**config.mk**
```make
export PLATFORM = sky130hd
export DESIGN_NAME = byte_stuffed_can_frame_deframer_unit
export DESIGN_NICKNAME = d
export VERILOG_FILES = /design/src/hw/rtl/bsd_pkg.sv /design/src/hw/rtl/bsd_deframe_core.sv /design/src/hw/rtl/bsd_out_reg.sv /design/src/hw/rtl/byte_stuffed_can_frame_deframer_unit.sv
export SDC_FILE = /design/constraint.sdc
export NUM_CORES = 1
export LEC_CHECK = 0
export BUFFER_PORTS_ARGS = -buffer_cell sky130_fd_sc_hd__buf_2
export CORE_MARGIN = 2
export CORE_UTILIZATION = 45
export DETAILED_ROUTE_END_ITERATION = 10
export PLACE_DENSITY = 0.79
export SYNTH_ARGS = -nofsm -noshare
export SYNTH_HDL_FRONTEND = slang
export SYNTH_SLANG_ARGS = --single-unit
```
**constraint.sdc**
```tcl
create_clock -name clk -period 4.42 [get_ports clk]
set_clock_uncertainty 0.15 [all_clocks]
set_input_delay 0.884 -clock clk [delete_from_list [all_inputs] [get_ports clk]]
set_output_delay 0.884 -clock clk [all_outputs]
set_load 0.05 [all_outputs]
```
**src/hw/rtl/bsd_pkg.sv**
```systemverilog
// ----------------------------------------------------------------------------
// bsd_pkg
// Shared constants and the result record of the byte-stuffed frame deframer.
// ----------------------------------------------------------------------------
package bsd_pkg;

  localparam logic [7:0] START_BYTE  = 8'hFA;
  localparam logic [7:0] ESCAPE_BYTE = 8'hF9;
  localparam logic [7:0] ESCAPE_MASK = 8'h42;

  localparam int IDENT_W = 29;
  localparam int FLAGS_W = 3;
  localparam int LEN_W   = 4;
  localparam int DATA_W  = 64;
  localparam int FRAME_W = IDENT_W + FLAGS_W + LEN_W + DATA_W;
  // Result bus rounded up to whole bytes.
  localparam int OUT_TDATA_W = ((FRAME_W + 7) / 8) * 8;

  typedef struct packed {
    logic [DATA_W-1:0]  data;
    logic [LEN_W-1:0]   len;
    logic [FLAGS_W-1:0] flags;
    logic [IDENT_W-1:0] ident;
  } frame_t;

endpackage

```
**src/hw/rtl/bsd_deframe_core.sv**
```systemverilog
// ----------------------------------------------------------------------------
// bsd_deframe_core
// Per-byte unescape, frame parsing and checksum; holds the frame state.
// ----------------------------------------------------------------------------
module bsd_deframe_core #(
  parameter int MAX_DATA_BYTES = 8
) (
  input  logic           clk,
  input  logic           rst_n,
  input  logic           step_en,
  input  logic [7:0]     rx_byte,
  output logic           res_valid,
  output bsd_pkg::frame_t res_frame
);
  import bsd_pkg::*;

  localparam logic [3:0] PH_IDLE = 4'd0;
  localparam logic [3:0] PH_ID0  = 4'd1;
  localparam logic [3:0] PH_LEN  = 4'd5;
  localparam logic [3:0] PH_DATA = 4'd6;
  localparam logic [7:0] LEN_MAX = 8'(MAX_DATA_BYTES + 1);

  logic [3:0] phase_r,  phase_nxt;
  logic       esc_r,    esc_nxt;
  logic [31:0] ident_r, ident_nxt;
  logic [7:0] xor_r,    xor_nxt;
  logic [3:0] count_r,  count_nxt;
  logic [7:0] store_r   [MAX_DATA_BYTES];
  logic [7:0] store_nxt [MAX_DATA_BYTES];

  logic [7:0] byte_c;
  logic [3:0] slot_c;
  logic       in_data_c;

  assign byte_c    = esc_r ? (rx_byte ^ ESCAPE_MASK) : rx_byte;
  assign slot_c    = phase_r - PH_DATA;
  assign in_data_c = {1'b0, phase_r} < ({1'b0, count_r} + {1'b0, PH_DATA});

  always_comb begin
    phase_nxt = phase_r;
    esc_nxt   = esc_r;
    ident_nxt = ident_r;
    xor_nxt   = xor_r;
    count_nxt = count_r;
    for (int i = 0; i < MAX_DATA_BYTES; i++) begin
      store_nxt[i] = store_r[i];
    end
    res_valid = 1'b0;

    if (step_en) begin
      if (rx_byte == START_BYTE) begin
        esc_nxt   = 1'b0;
        ident_nxt = '0;
        xor_nxt   = '0;
        phase_nxt = PH_ID0;
      end else if (rx_byte == ESCAPE_BYTE) begin
        esc_nxt = 1'b1;
      end else begin
        esc_nxt = 1'b0;
        if (phase_r == PH_IDLE) begin
          // drop bytes outside a frame
        end else if (phase_r < PH_LEN) begin
          for (int k = 0; k < 4; k++) begin
            if (phase_r == 4'(k + 1)) begin
              ident_nxt[8*(3-k) +: 8] = ident_r[8*(3-k) +: 8] | byte_c;
            end
          end
          xor_nxt   = xor_r ^ byte_c;
          phase_nxt = phase_r + 4'd1;
        end else if (phase_r == PH_LEN) begin
          if (byte_c == 8'd0 || byte_c > LEN_MAX) begin
            // bad length: restart identifier collection
            ident_nxt = '0;
            xor_nxt   = '0;
            phase_nxt = PH_ID0;
          end else begin
            for (int i = 0; i < MAX_DATA_BYTES; i++) begin
              store_nxt[i] = '0;
            end
            count_nxt = byte_c[3:0] - 4'd1;
            xor_nxt   = xor_r ^ byte_c;
            phase_nxt = PH_DATA;
          end
        end else if (in_data_c) begin
          for (int i = 0; i < MAX_DATA_BYTES; i++) begin
            if (slot_c == 4'(i)) begin
              store_nxt[i] = byte_c;
            end
          end
          xor_nxt   = xor_r ^ byte_c;
          phase_nxt = phase_r + 4'd1;
        end else begin
          // checksum position: emit on match, back to idle either way
          res_valid = (xor_r == byte_c);
          ident_nxt = '0;
          xor_nxt   = '0;
          phase_nxt = PH_IDLE;
        end
      end
    end
  end

  always_ff @(posedge clk) begin
    if (!rst_n) begin
      phase_r <= PH_IDLE;
      esc_r   <= 1'b0;
    end else begin
      phase_r <= phase_nxt;
      esc_r   <= esc_nxt;
    end
  end

  always_ff @(posedge clk) begin
    ident_r <= ident_nxt;
    xor_r   <= xor_nxt;
    count_r <= count_nxt;
    for (int i = 0; i < MAX_DATA_BYTES; i++) begin
      store_r[i] <= store_nxt[i];
    end
  end

  assign res_frame.ident = ident_r[IDENT_W-1:0];
  assign res_frame.flags = ident_r[31:IDENT_W];
  assign res_frame.len   = count_r;

  for (genvar g = 0; g < 8; g++) begin : g_pack
    if (g < MAX_DATA_BYTES) begin : g_used
      assign res_frame.data[8*g +: 8] = store_r[g];
    end else begin : g_pad
      assign res_frame.data[8*g +: 8] = 8'd0;
    end
  end

  a_phase_range : assert property (@(posedge clk) disable iff (!rst_n)
    {1'b0, phase_r} <= 5'(PH_DATA + MAX_DATA_BYTES))
    else $error("phase beyond checksum position");

  a_emit_idle : assert property (@(posedge clk) disable iff (!rst_n)
    res_valid |=> (phase_r == PH_IDLE && !esc_r))
    else $error("emitted frame did not return to idle");

  a_start_clears : assert property (@(posedge clk) disable iff (!rst_n)
    (step_en && rx_byte == START_BYTE) |=> (phase_r == PH_ID0 && !esc_r))
    else $error("start byte did not restart the frame");

  a_len_bound : assert property (@(posedge clk) disable iff (!rst_n)
    res_valid |-> (count_r < 4'(MAX_DATA_BYTES + 1)))
    else $error("emitted length above maximum");

endmodule

```
**src/hw/rtl/bsd_out_reg.sv**
```systemverilog
// ----------------------------------------------------------------------------
// bsd_out_reg
// Result register: holds one finished frame until the receiver takes it.
// ----------------------------------------------------------------------------
module bsd_out_reg (
  input  logic            clk,
  input  logic            rst_n,
  input  logic            res_valid,
  input  bsd_pkg::frame_t res_frame,
  input  logic            out_tready,
  output logic            out_tvalid,
  output bsd_pkg::frame_t out_frame,
  output logic            advance
);
  import bsd_pkg::*;

  logic   valid_r;
  frame_t frame_r;

  // free when empty or when the held frame leaves this cycle
  assign advance    = !valid_r || out_tready;
  assign out_tvalid = valid_r;
  assign out_frame  = frame_r;

  always_ff @(posedge clk) begin
    if (!rst_n) begin
      valid_r <= 1'b0;
    end else if (advance) begin
      valid_r <= res_valid;
    end
  end

  always_ff @(posedge clk) begin
    if (advance && res_valid) begin
      frame_r <= res_frame;
    end
  end

endmodule

```
**src/hw/rtl/byte_stuffed_can_frame_deframer_unit.sv**
```systemverilog
// ----------------------------------------------------------------------------
// byte_stuffed_can_frame_deframer_unit
// Recovers CAN-style frames from a byte-stuffed serial byte stream.
// ----------------------------------------------------------------------------
// Usage:
//   The in_ channel carries one raw line byte per transfer (in_tdata). 0xFA
//   starts a frame, 0xF9 escapes the following byte (XOR 0x42). A frame is a
//   big-endian 32-bit identifier word, a length byte L (1..MAX_DATA_BYTES+1,
//   giving L-1 data bytes), the data and an XOR checksum. A bad length
//   restarts identifier collection; a bad checksum drops the frame silently.
//   The out_ channel carries one transfer per good frame.
// Timing:
//   A byte lands in the input register at its transfer; the parser then works
//   on it once the result register can take its output and, at a good
//   checksum byte, loads the result register, which raises out_tvalid; the
//   result transfer can happen as soon as out_tvalid is high.
//   One byte per cycle is sustained while no result waits on out_tready; the
//   parser is a single short step per byte between input and result registers.
// Stall:
//   While a result waits on out_tready, the input register takes one more
//   byte only if it is empty; in_tready then stays low until the result leaves.
// Reset:
//   rst_n (synchronous, active low) empties both registers and returns the
//   parser to idle with no escape pending.
// ----------------------------------------------------------------------------
module byte_stuffed_can_frame_deframer_unit #(
  parameter int MAX_DATA_BYTES = 8
) (
  input  logic                                clk,
  input  logic                                rst_n,
  // in_tdata: [7:0] rx_byte
  input  logic                                in_tvalid,
  output logic                                in_tready,
  input  logic [7:0]                          in_tdata,
  // out_tdata: [28:0] frame_ident, [31:29] frame_flags, [35:32] frame_len,
  //            [99:36] frame_data, [103:100] zero
  output logic                                out_tvalid,
  input  logic                                out_tready,
  output logic [bsd_pkg::OUT_TDATA_W-1:0]     out_tdata
);
  import bsd_pkg::*;

  logic       in_v_r;
  logic [7:0] in_byte_r;
  logic       advance;
  logic       step_en;
  logic       res_valid;
  frame_t     res_frame;
  frame_t     out_frame;

  // Take a new byte whenever the input register is empty or moves on.
  assign in_tready = !in_v_r || advance;
  // Advance the parser only when the result register can take its output.
  assign step_en   = in_v_r && advance;

  always_ff @(posedge clk) begin
    if (!rst_n) begin
      in_v_r <= 1'b0;
    end else if (in_tready) begin
      in_v_r <= in_tvalid;
    end
  end

  // Hold the payload; no reset needed.
  always_ff @(posedge clk) begin
    if (in_tready && in_tvalid) begin
      in_byte_r <= in_tdata;
    end
  end

  bsd_deframe_core #(
    .MAX_DATA_BYTES (MAX_DATA_BYTES)
  ) u_core (
    .clk       (clk),
    .rst_n     (rst_n),
    .step_en   (step_en),
    .rx_byte   (in_byte_r),
    .res_valid (res_valid),
    .res_frame (res_frame)
  );

  bsd_out_reg u_out (
    .clk        (clk),
    .rst_n      (rst_n),
    .res_valid  (res_valid),
    .res_frame  (res_frame),
    .out_tready (out_tready),
    .out_tvalid (out_tvalid),
    .out_frame  (out_frame),
    .advance    (advance)
  );

  // Pad the packed frame up to whole bytes with zeros.
  assign out_tdata = {{(OUT_TDATA_W - FRAME_W){1'b0}}, out_frame};

endmodule
```
After elaboration in Yosys (flattened, before gate mapping)
Memories as Yosys holds them, arrays and structs flattened. Index checks and enable logic that the tools add are counted.

Reduce and logical (&&, ||, !) cells: 17. Divide/modulo/power cells: 0. Multipliers: 0. Bitwise logic cells: 11. Magnitude comparators: 3. $add $sub $neg: 4. Mux-type cells: 49. Shifts and indexed selects: 0. Equality and inequality tests: 23.

Operators with widths (number): two-way mux 64 bit (8); two-way mux 32 bit (6); two-way mux 8 bit (18); OR 8 bit (4); equality test 4 x 3 -> 1 bit, second input constant (6); two-way mux 4 bit (6); AND reduction 6 bit (4); equality test 4 x 2 -> 1 bit, second input constant (4); equality test 8 bit, second input constant (2); != test 3 x 2 -> 1 bit, second input constant (4); two-way mux 1 bit (9); equality test 4 x 1 -> 1 bit, second input constant (2); equality test 8 bit (1); greater-than comparator 8 x 4 -> 1 bit, second input constant (1); logical NOT 4 bit (2); logical NOT 8 bit (1); XOR 8 bit (1); two-way mux 7 bit (1); AND reduction 7 bit (1); adder 4 x 3 -> 5 bit, second input constant (1); less-than comparator 4 x 5 -> 1 bit (1); inverter 1 bit (5); adder 4 x 1 -> 4 bit, second input constant (1); less-than comparator 4 x 3 -> 1 bit, second input constant (1); 11 further kinds (17).

ROM bits: 0. Bits in latches: 0. Output and inout port bits: 106. Memory bits (writable): 64. Bits in registers: 159. Logic and storage cells: 123. Memories: 1.

Memories: u_core.store_r (depth 8, width 8, read ports 8, clocked after Yosys merged registers in 0, write ports 8, line bsd_deframe_core.sv:28) `logic [7:0] store_r [MAX_DATA_BYTES];`.

Logic depth before layout (Yosys ltp)
Depth in word-level cells: 11. Gate-level depth with buffers: 9. Depth with buffers taken out: 9.

Cells and area by module
A second synthesis with hierarchy kept.

Cells, all modules: 470. Area total of the unflattened synthesis: 8120.3 µm².

By module, submodules not included: bsd_deframe_core (cells an instance 346, instances 1, area an instance 4720.8 µm²); bsd_out_reg (cells an instance 105, instances 1, area an instance 3060.4 µm²); byte_stuffed_can_frame_deframer_unit (cells an instance 19, instances 1, area an instance 339.1 µm²).

Least setup slack after synthesis
Ideal clock, no wire load.

Kind: reg2reg. Start point: reg u_core.count_r[1]. End point: reg u_out.frame_r (netlist bit u_out.out_frame[0]), enable pin. Setup slack: -111 ps. Stages on the path, launching flop included: 9. Path buffers: 0. Library setup time: 472 ps. Data arrival time: 3909 ps. Cells stage by stage: edfxtp_1 > inv_1 > ha_1 > xor2_1 > ha_1 > o21ai_0 > nor2b_1 > nor3_1 > and3_1.

Cells in the longest elaborated chain, start to end: 10.

RTL lines: start, declared (line bsd_deframe_core.sv:27) `logic [3:0] count_r, count_nxt;`; start signal, assigned (line bsd_deframe_core.sv:116) `count_r <= count_nxt;`; adder 4 x 3 -> 5 bit (line bsd_deframe_core.sv:37) `assign in_data_c = {1'b0, phase_r} < ({1'b0, count_r} + {1'b0, PH_DATA});`; less-than comparator 4 x 5 -> 1 bit (line bsd_deframe_core.sv:37); two-way mux 1 bit (line bsd_deframe_core.sv:84) `end else if (in_data_c) begin`; two-way mux 1 bit (line bsd_deframe_core.sv:70) `end else if (phase_r == PH_LEN) begin`; two-way mux 1 bit (line bsd_deframe_core.sv:62) `end else if (phase_r < PH_LEN) begin`; two-way mux 1 bit (line bsd_deframe_core.sv:60) `if (phase_r == PH_IDLE) begin`; two-way mux 1 bit (line bsd_deframe_core.sv:56) `end else if (rx_byte == ESCAPE_BYTE) begin`; two-way mux 1 bit (line bsd_deframe_core.sv:51) `if (rx_byte == START_BYTE) begin`; two-way mux 1 bit (line bsd_deframe_core.sv:50) `if (step_en) begin`; logical AND 1 bit (line bsd_out_reg.sv:34) `if (advance && res_valid) begin`; end signal, assigned (line bsd_out_reg.sv:35) `frame_r <= res_frame;`; end, declared (line bsd_out_reg.sv:18) `frame_t frame_r;`.

No other way between the ends. A chain may end at the register's enable or synchronous reset.

==> out/summary.txt <==
Port Buffers: 113
Final period util: 77.45%
Max Cap Violations: 0
Psw: 0.0008779 W
Hold Path Cell Cnt: 0
largest net degree at the start of global routing: 81
DIE AREA: 19020 sq um
status: finished, final reports clean
Slew Viols, Final: 0
post-CTS sizing: 0
post-DR vias/cell: 5.195
WP data required: 4.39 ns
Post-synth top flop: edfxtp_1
Final Net Count: 623
starting density of the core: 46.34%
total routed wirelength: 16.49 mm
dpl hpwl: 11.48 mm
DRC viols: 0
share of layout cells above drive strength 1: 26.87%
Hold Buf Count CTS: 0
Starting DRT DRC Count: 374
fillers: 1337
iteration count of the initial detailed-routing pass: 5
Max Buffers Root-to-Sink: 3
Clock power frac: 43.3%
slowest stage cell, crit path: nor2_1
top cell type's share of synthesized area: 80.36%
worst path arrival time: 3.40 ns
Tot Pwr: 0.004452 W
Worst Hold Class: reg -> reg
TritonCTS clock tree: done
root buf cell: clkbuf_16
Sw Share: 19.72%
CP Capture Type: register
# diodes: 0
Pint: 0.003574 W
WL per Instance: 19.66 um
post-synth design cell area: 8071 sq um
number of enable flip-flop cells after synthesis: 216
first-pass GRT wire length: 24.67 mm
Crit Path Class: reg -> reg
unrepaired setup endpoints after global routing: no
Worst-path clk slew: 0.06 ns
synth top area cells: edfxtp_1 (80%), nor2_1 (4.3%), ha_1 (2.0%), dfxtp_1 (1.7%), xnor2_1 (0.98%)
Worst path max stage delay: 0.66 ns
area grow syn2layout: 19.62%
fraction of registers with async set/reset: 0%
relative slew slack: 48.73%
CP max FO: 8
Vias: 4359
fmax: 0.2921 GHz
Clk Latency, worst-skew pair: 0.49 ns
combinational power share: 3.6%
number of synthesized register bits: 223
final hold violation count: 0
Fin Setup TNS: 0 ns
Max rail drop VDD: 0.3778 mV
post-layout minimum cycle time: 3.424 ns
grt ovf: 0
Die Ht: 137.9 um
CTS H-tree lvls: 1
Cell Rows: 48
Final setup viols: 0
synth unique cells: 50
Post-CTS Setup Bufs: 0
Syn Area/Cell: 17.21 sq um
Total GRT Usage: 17.49%
core footprint: 17420 sq um
Post-Synthesis Cells: 469
yosys warns: 0
R2R depth: 8
remaining antenna violation count: 0
Leak: 3.406 nW
TritonCTS buffer count: 22
chip width: 137.9 um
CP Cell Sequence: xor2_1 -> inv_2 -> ha_1 -> nor3b_1 -> a21o_1 -> o21ai_2 -> nand4b_2 -> nor2_1
Yosys top cell by area: edfxtp_1
type of origin of the critical path: register
initial antenna violation count: 0
io pins: 118
clock sinks: 223
share of power burned in registers: 53.1%
routability cong.: 0.8770
vias in the first global route: 4280
P per Cell Area: 461.1 nW/um^2
Slew @ Worst Pin: 0.7662 ns
sequential fraction of the synthesis area: 82.10%
-- metal layers --
metal  share of wire, %  wire [um]  track usage (%)
met5                  0          0                0
met4                2.0        337            4.875
met3                6.7       1102            3.216
met2                 50       8204            29.35
met1                 42       6849            23.60
-- synth_stat cells (all sizes together) (4+ instances only) --
library cell / number
xor2: 6
nor2b: 5
nand2: 10
a21oi: 12
ha: 13
and2: 7
edfxtp: 216
xnor2: 9
o21ai: 5
nor3: 7
nand4: 5
dfxtp: 7
and4: 4
inv: 11
buf: 16
nor2: 93
nand2b: 4
-- power groups by stage --
stage / sequential (W) / combinational [W] / clock (W)
floorplan: 0.00239 / 0.000130 / 0
global placement: 0.00241 / 0.000149 / 0
detailed placement: 0.00241 / 0.000157 / 0
CTS: 0.00236 / 0.000158 / 0.00195
global route: 0.00237 / 0.000177 / 0.00204
finish: 0.00236 / 0.000159 / 0.00193
-- flip-flops by register name (all words and copies together) (netlist names) --
signal	flops
u_core.xor_r	8
u_core.store_r	64
u_core.esc_r	1
u_out.out_tvalid	1
u_out.out_frame	100
u_core.ident_r	32
in_v_r	1
in_byte_r	8
u_core.count_r	4
u_core.phase_r	4
-- placed cells by master (no fill, tap or decap), types with 2 or more instances in the layout --
cell type   count
bufinv_16       4
o21a_1          3
inv_1           9
nand2_1        10
nor2b_1         5
o211ai_1        3
a31oi_1         2
buf_4           5
xor2_1          5
nand3_1         2
o21ai_2         2
clkinv_2        4
a21oi_1        12
clkbuf_16      23
inv_2           2
o21ai_0         3
dfxtp_1         7
edfxtp_1      216
nor2_1         92
conb_1          4
clkbuf_1        5
buf_2         113
xnor2_1         9
nand4_1         5
and2_1          7
clkinvlp_4      2
nand2b_1        4
and3_1          2
ha_1           13
nor3_1          7
o2111ai_1       3
and3b_1         2
and4_1          4
-- area by class of cell --
cell class | instances | area [sq um] | area share (%)
clock inverter | 12 | 167.7 | 1.736
multi-input combinational | 221 | 1321 | 13.68
tap | 225 | 281.5 | 2.916
sequential | 223 | 6626 | 68.63
clock buffer | 28 | 594.3 | 6.155
inverter | 11 | 41.29 | 0.4276
timing repair buffer | 119 | 623.1 | 6.453
-- per-stage QoR --
step	instance area (sq um)	hold slack [ns]	instances	setup slack (ns)	utilization [%]
2_1_floorplan	8084	0.2503	472	1.016	-
3_3_place_gp	8894	0.2551	799	1.289	51.06
3_5_place_dp	8894	0.2563	799	1.069	51.06
4_1_cts	9656	0.2676	839	1.049	55.44
5_1_grt	9656	0.2756	839	0.7796	55.44
6_report	9656	0.2681	839	0.9965	55.44
-- logic make-up after synthesis --
family	Yosys count	share of synthesized area, %
and+or+nand+nor	151	9.068
muxes	1	0.1240
adders and majority gates	13	2.015
other	1	0.04646
AOI/OAI and AO/OA	37	3.193
buffers and inverters	28	1.736
xor gates and xnor gates	15	1.721
DFF	223	82.10
-- critical path, delay by kind of cell, from the launching register on --
kind	cells	cell delay, ns
AOI/OAI and AO/OA	2	0.48
xor gates and xnor gates	1	0.45
adders and majority gates	1	0.25
buffers and inverters	1	0.14
DFF	1	0.50
and+or+nand+nor	3	1.09
-- path summary, 6_finish.rpt --
check	from	endpoint	slack, ns
max	in_byte_r[1]	u_core.store_r[1][15]	1.0
min	u_core.store_r[1][21]	u_out.out_frame[89]	0.27
max reg2reg	in_byte_r[1]	u_core.store_r[1][15]	1.0
min reg2reg	u_core.store_r[1][21]	u_out.out_frame[89]	0.27
No activity file was read; power rests on OpenSTA's default activity.
